**src/design/rbd_pkg.sv**
```systemverilog
`timescale 1ns / 1ps

package rbd_pkg;

  localparam int DEPTH    = 256;
  localparam int WORD_W   = 32;
  localparam int ADDR_W   = $clog2(DEPTH);
  localparam int CNT_W    = ADDR_W + 1;
  localparam int POS_W    = 9;
  localparam int COUNT_W  = 9;
  localparam int VALUE_W  = 32;
  // Wide enough for a signed position plus the element count without overflow.
  localparam int IDX_W    = ((CNT_W > POS_W) ? CNT_W : POS_W) + 1;

  typedef enum logic [2:0] {
    CMD_PUSH_FRONT = 3'd0,
    CMD_PUSH_BACK  = 3'd1,
    CMD_POP_FRONT  = 3'd2,
    CMD_POP_BACK   = 3'd3,
    CMD_GET        = 3'd4,
    CMD_SET        = 3'd5
  } cmd_e;

  typedef enum logic [1:0] {
    ST_OK    = 2'd0,
    ST_EMPTY = 2'd1,
    ST_FULL  = 2'd2
  } status_e;

  typedef struct packed {
    logic              we;
    logic              re;
    logic [ADDR_W-1:0] addr;
    logic [WORD_W-1:0] wdata;
  } mem_req_t;

  typedef struct packed {
    logic             is_read;
    status_e          status;
    logic [CNT_W-1:0] count;
  } rsp_t;

endpackage

```
**src/design/rbd_ctrl.sv**
```systemverilog
`timescale 1ns / 1ps

module rbd_ctrl import rbd_pkg::*; (
  input  logic               clk_i,
  input  logic               rst_ni,
  input  logic               accept_i,
  input  logic [2:0]         cmd_i,
  input  logic [POS_W-1:0]   position_i,
  input  logic [WORD_W-1:0]  value_i,
  output mem_req_t           mem_req_o,
  output rsp_t               rsp_o
);

  logic [ADDR_W-1:0] head_q, head_d;
  logic [CNT_W-1:0]  cnt_q, cnt_d;

  logic              full;
  logic              empty;
  logic              neg;
  logic [IDX_W-1:0]  pos_ext;
  logic [IDX_W-1:0]  cnt_ext;
  logic [IDX_W-1:0]  adj;
  logic              in_range;
  logic [ADDR_W-1:0] slot;
  logic [ADDR_W-1:0] tail_slot;
  logic [ADDR_W-1:0] last_slot;

  assign full      = cnt_q[CNT_W-1];
  assign empty     = (cnt_q == '0);
  assign neg       = position_i[POS_W-1];
  assign pos_ext   = IDX_W'($signed(position_i));
  assign cnt_ext   = IDX_W'(cnt_q);
  // A negative position counts back from the tail.
  assign adj       = neg ? (pos_ext + cnt_ext) : pos_ext;
  assign in_range  = !adj[IDX_W-1] && (adj < cnt_ext);
  assign slot      = head_q + adj[ADDR_W-1:0];
  assign tail_slot = head_q + cnt_q[ADDR_W-1:0];
  assign last_slot = tail_slot - ADDR_W'(1);

  always_comb begin
    head_d          = head_q;
    cnt_d           = cnt_q;
    mem_req_o.we    = 1'b0;
    mem_req_o.re    = 1'b0;
    mem_req_o.addr  = slot;
    mem_req_o.wdata = value_i;
    rsp_o.is_read   = 1'b0;
    rsp_o.status    = ST_OK;
    case (cmd_i)
      CMD_PUSH_FRONT: begin
        if (full) begin
          rsp_o.status = ST_FULL;
        end else begin
          head_d         = head_q - ADDR_W'(1);
          mem_req_o.we   = accept_i;
          mem_req_o.addr = head_q - ADDR_W'(1);
          cnt_d          = cnt_q + CNT_W'(1);
        end
      end
      CMD_PUSH_BACK: begin
        if (full) begin
          rsp_o.status = ST_FULL;
        end else begin
          mem_req_o.we   = accept_i;
          mem_req_o.addr = tail_slot;
          cnt_d          = cnt_q + CNT_W'(1);
        end
      end
      CMD_POP_FRONT: begin
        if (empty) begin
          rsp_o.status = ST_EMPTY;
        end else begin
          mem_req_o.re   = accept_i;
          mem_req_o.addr = head_q;
          rsp_o.is_read  = 1'b1;
          head_d         = head_q + ADDR_W'(1);
          cnt_d          = cnt_q - CNT_W'(1);
        end
      end
      CMD_POP_BACK: begin
        if (empty) begin
          rsp_o.status = ST_EMPTY;
        end else begin
          mem_req_o.re   = accept_i;
          mem_req_o.addr = last_slot;
          rsp_o.is_read  = 1'b1;
          cnt_d          = cnt_q - CNT_W'(1);
        end
      end
      CMD_GET: begin
        if (!in_range) begin
          rsp_o.status = ST_EMPTY;
        end else begin
          mem_req_o.re  = accept_i;
          rsp_o.is_read = 1'b1;
        end
      end
      CMD_SET: begin
        if (!in_range) begin
          rsp_o.status = ST_EMPTY;
        end else begin
          mem_req_o.we = accept_i;
        end
      end
      default: begin
        rsp_o.status = ST_EMPTY;
      end
    endcase
    rsp_o.count = cnt_d;
  end

  always_ff @(posedge clk_i or negedge rst_ni) begin
    if (!rst_ni) begin
      head_q <= '0;
      cnt_q  <= '0;
    end else if (accept_i) begin
      head_q <= head_d;
      cnt_q  <= cnt_d;
    end
  end

endmodule

```
**config.mk**
```make
export PLATFORM = sky130hd
export DESIGN_NAME = rbd_ctrl
export DESIGN_NICKNAME = d
export VERILOG_FILES = /design/src/design/rbd_pkg.sv /design/src/design/rbd_ctrl.sv
export SDC_FILE = /design/constraint.sdc
export NUM_CORES = 1
export LEC_CHECK = 0
export BUFFER_PORTS_ARGS = -buffer_cell sky130_fd_sc_hd__buf_4
export CORE_UTILIZATION = 55
export DETAILED_ROUTE_END_ITERATION = 16
export PLACE_DENSITY = 0.92
export SYNTH_ARGS = -nofsm -noshare
export SYNTH_HDL_FRONTEND = slang
export SYNTH_SLANG_ARGS = --single-unit
```
**constraint.sdc**
```tcl
create_clock -name clk_i -period 10.8 [get_ports clk_i]
set_clock_uncertainty 0.2 [all_clocks]
set_input_delay 1.08 -clock clk_i [delete_from_list [all_inputs] [get_ports clk_i]]
set_output_delay 1.08 -clock clk_i [all_outputs]
set_load 0.005 [all_outputs]
```
; Word-level counts from Yosys, hierarchy flattened
; Cells that the tools add are included.
[totals]
elab_cells = 50
out_inout_bits = 54
inputBits = 47
n_memories = 0
mem_bits_rw = 0
register_bits = 17
mem_bits_ro = 0
latchBits = 0
[op_classes]
order_cmp = 1
n_reduce_logical = 9
n_bitwise = 0
eq_ne = 7
n_mux = 23
shifts = 0
n_mul = 0
n_div = 0
add_sub_neg = 8
[ops]
columns = operator, n
row1 = $mux W9, 4
row2 = $mux W8, 4
row3 = $pmux W8 S4, 1
row4 = $pmux W9 S2, 1
row5 = $add A8 B8 Y8, 2
row6 = $pmux W8 S2, 1
row7 = $sub A8 B1 Y8 const B, 2
row8 = $add A10 B9 Y10, 1
row9 = $lt A10 B9 Y1, 1
row10 = $mux W10, 1
row11 = $add A9 B1 Y9 const B, 1
row12 = $logic_not A9 Y1, 1
row13 = $sub A9 B1 Y9 const B, 1
row14 = $add A8 B1 Y8 const B, 1
row15 = $eq A3 B2 Y1 const B, 2
row16 = $eq A3 B3 Y1 const B, 2
row17 = $mux W1, 6
row18 = $pmux W2 S3, 1
row19 = $reduce_or A2 Y1, 3
row20 = $ne A2 B2 Y1 const B, 2
row21 = $pmux W1 S2, 2
row22 = $reduce_and A4 Y1, 1
row23 = $eq A3 B1 Y1 const B, 1
row24 = $logic_not A3 Y1, 1
row25 = other kinds (5), 5

; Depth between registers and ports, before layout
[depth]
word_depth = 6
mapped_depth = 18
mapped_depth_nobuf = 18

; Least setup slack after synthesis
; Ideal clock, no wire load.
[synth_timing]
path_kind = input -> output
start = in position_i[0]
end = out mem_req_o[38] (netlist bit)
path_stages = 18
t_arrival_ps = 3930
required_time_ps = 9520
n_path_buf = 0
path_slack_ps = 5590
path_cell_list = ha_1 -> inv_1 -> fa_1 -> nor2b_1 -> o21ai_1 -> a21oi_1 -> o21a_1 -> nor2_1 -> xnor2_1 -> mux2_2 -> ha_1 -> nor3b_1 -> a31oi_1 -> o21ai_0 -> a211oi_1 -> o21ai_0 -> a31oi_1 -> nand2_1
[synth_lines]
columns = element, line_no
row1 = start: declaration, rbd_ctrl.sv:8  ; input logic [POS_W-1:0] position_i,
row2 = end: declaration, rbd_ctrl.sv:10  ; output mem_req_t mem_req_o,

==> impl_metrics.ini <==
[synthesis]
ys_top_cells_by_area = ha_1, dfrtp_1, xnor2_1
yosysSeqAreaShare_pct = 12.0
synthFlopType = dfrtp_1
syn-num-nets = 551
ys_types = 72
avgSynthCellArea_sq_um = 7.59
async_flop_share_pct = 100
synth_most_common_cell = nand2_1
synth_edf_count = 0
synth_top_area_share_pct = 12.4
synthCells = 466
yosys.area.top_type = ha_1
ys_seq_elements = 17
netlist_top_cells_count = nand2_1, buf_4, ha_1, nor2_1, o21ai_0
syn_area_sq_mm = 0.00354
ys_warn_count = 0

[cells_and_area]
n_fill_cell = 568
final_nets = 540
syn_to_final_growth_pct = 1.91
drive_above_1_share_pct = 15.2
post-route-util_pct = 59.5
antennaDiodeCount = 0

[cts]
cts_made_buffers = 3
clock_path_buffers = 2
cts-root-buf = clkbuf_8
cts_resized = 0
clkTransAtPathRegs_ns = 0.08
tritoncts = yes
insertion_delay_ns = 0.27
post_cts_buffers = 0
cts_hold_buf = 0
clkSinkCount = 17
cts_max_level = 1

[worst_setup_path]
reg2reg_depth = 8
end_kind = output port
crit_path_start_kind = input port
path_class = in -> out
worst-path-max-fanout = 4
crit_required_ns = 9.52
worstPathArrival_ns = 4.69

[flow_run]
drv_cap = 0

[power]
pwr-share-comb_pct = 80.9
power_density_mw_per_mm2 = 354
seq_power_share_pct = 14.9
ir_worst_vdd_mv = 0.209
finalPower_w = 0.00128
p_leak_nw = 1.53
swShare_pct = 54.1
p_int_w = 0.000585
p_switching_w = 0.000690
clock_power_share_pct = 4.1

[floorplan]
core_area_sq_mm = 0.00606
ios = 101
dieHeight_um = 82.2
std_cell_rows = 28
initial_core_util_pct = 58.4
die_area_sq_mm = 0.00676
die_w_um = 82.2

[timing]
slew_viol_final = 0
fmax_mhz = 168
setup_slack_ns = 4.83
period_needed_ns = 5.97
setup_tns_ns = 0
finalSetupViolCount = 0
timing.final.crit_share_pct = 55.3
finalHoldViolCount = 0
hold_slack_ns = 0.479
relSlewSlack_pct = 42.7
rsz0062_at_grt = false
worstMarginPinSlew_ns = 0.858

[drt]
vias = 3552
drt_iter0_drc = 300
vias_per_cell = 6.71
drc_errors = 0
wl_um = 10100
wl_per_cell_um = 19.1
final_antenna_net_count = 0
dr.pass1.iters = 5

[grt]
track_usage_pct = 30.8
grt_overflow_total = 0
grt_pass1_wl_um = 15800
antenna_found_initial = 0
grt_max_degree = 27
grt_pass1_vias = 3351

[placement]
pre_cts_slack_ns = 4.93
gp_congestion = 0.992
port-buffer-count = 36
dpl.hpwl_um = 7840

[worst_hold_path]
hold_class = in -> async

[run_status]
status = completed
-- placed cells by master (no fill, tap or decap), types with 3 or more instances in the layout --
master    Yosys  layout
o41ai_1       3       3
dfrtp_1      17      17
o22ai_1       4       4
nand4_1       6       6
and3_1        5       5
nor2_1       35      35
xnor2_1      31      31
o21ai_0      33      33
a21oi_1      26      26
a21o_1        4       4
a211oi_1      4       4
buf_4        35      36
ha_1         35      35
mux2_2        8       8
o21a_1        6       6
nor3_2        5       5
nand3_1      13      13
nor3_1       15      15
inv_1        28      28
nand2_1      43      43
a22oi_1       3       3
fa_1          3       3
o31ai_1       5       5
nor2b_1       7       7
nor3b_1       4       4
clkbuf_8      0       3
o211ai_1      5       5
xor2_1        8       8
o221ai_1      4       4
a31oi_1       6       6
nand2b_1      3       3
-- registers in the layout (all words and copies together) (netlist names) --
name,count
cnt_q,9
head_q,8
-- per-stage QoR --
| step | cells | area (sq um) |
|---|---|---|
| 2_1_floorplan | 466 | 3540 |
| 3_3_place_gp | 525 | 3560 |
| 3_5_place_dp | 525 | 3560 |
| 4_1_cts | 529 | 3610 |
| 5_1_grt | 529 | 3610 |
| 6_report | 529 | 3610 |
-- final cells by class --
cell class | count | area [sq um] | share of cell area (%)
well taps | 75 | 93.8 | 2.60
flip-flops and latches | 17 | 425 | 11.8
repair buffers | 36 | 270 | 7.49
multi-input cells | 368 | 2660 | 73.8
inverters | 29 | 109 | 3.02
clock buffers | 4 | 45.0 | 1.25
-- power groups by stage --
stage	clock, W	sequential, W	combinational (W)
after global routing	0.0000554	0.000196	0.00113
after detailed placement	0	0.000187	0.00101
final	0.0000529	0.000190	0.00103
after global placement	0	0.000185	0.000966
after floorplan	0	0.000132	0.000797
after CTS	0.0000529	0.000185	0.00101
-- per-layer routing --
layer | global-route usage [%] | share of wire [%] | up-vias
met2 | 53.8 | 48 | 197
met3 | 4.07 | 7.9 | 42
met5 | 0 | 0 | -
met4 | 14.2 | 3.4 | 0
li1 | - | - | 1637
met1 | 37.1 | 40 | 1676
-- kinds of logic after synthesis --
logic type | count (synthesis) | share of synthesized area (%)
compound gates | 125 | 23.9
xor+xnor | 39 | 9.65
fa+ha+maj | 38 | 14.1
buf+inv | 81 | 12.7
flops | 17 | 12.0
mux | 10 | 3.11
simple gates | 156 | 24.5
-- worst paths after layout --
kind	slack, ns	from	to
min in group clk_i	0.49	cnt_q[6]	cnt_q[6]
hold / removal	0.48	rst_ni	cnt_q[8]
setup / recovery	4.83	position_i[0]	mem_req_o[38]
hold reg to reg	0.49	cnt_q[6]	cnt_q[6]
max in group asynchronous	9.70	rst_ni	cnt_q[0]
setup reg to reg	8.03	cnt_q[1]	head_q[4]
-- critical path, cell delays in order --
cell	delay (ns)
buf_4	0.09
ha_1	0.16
inv_1	0.06
fa_1	0.40
nor2b_1	0.14
o21ai_1	0.10
a21oi_1	0.30
o21a_1	0.15
nor2_1	0.04
xnor2_1	0.11
mux2_2	0.28
ha_1	0.32
nor3b_1	0.15
a31oi_1	0.15
o21ai_0	0.13
a211oi_1	0.42
o21ai_0	0.19
a31oi_1	0.21
nand2_1	0.07
buf_4	0.13
No activity file was read; power rests on OpenSTA's default activity.
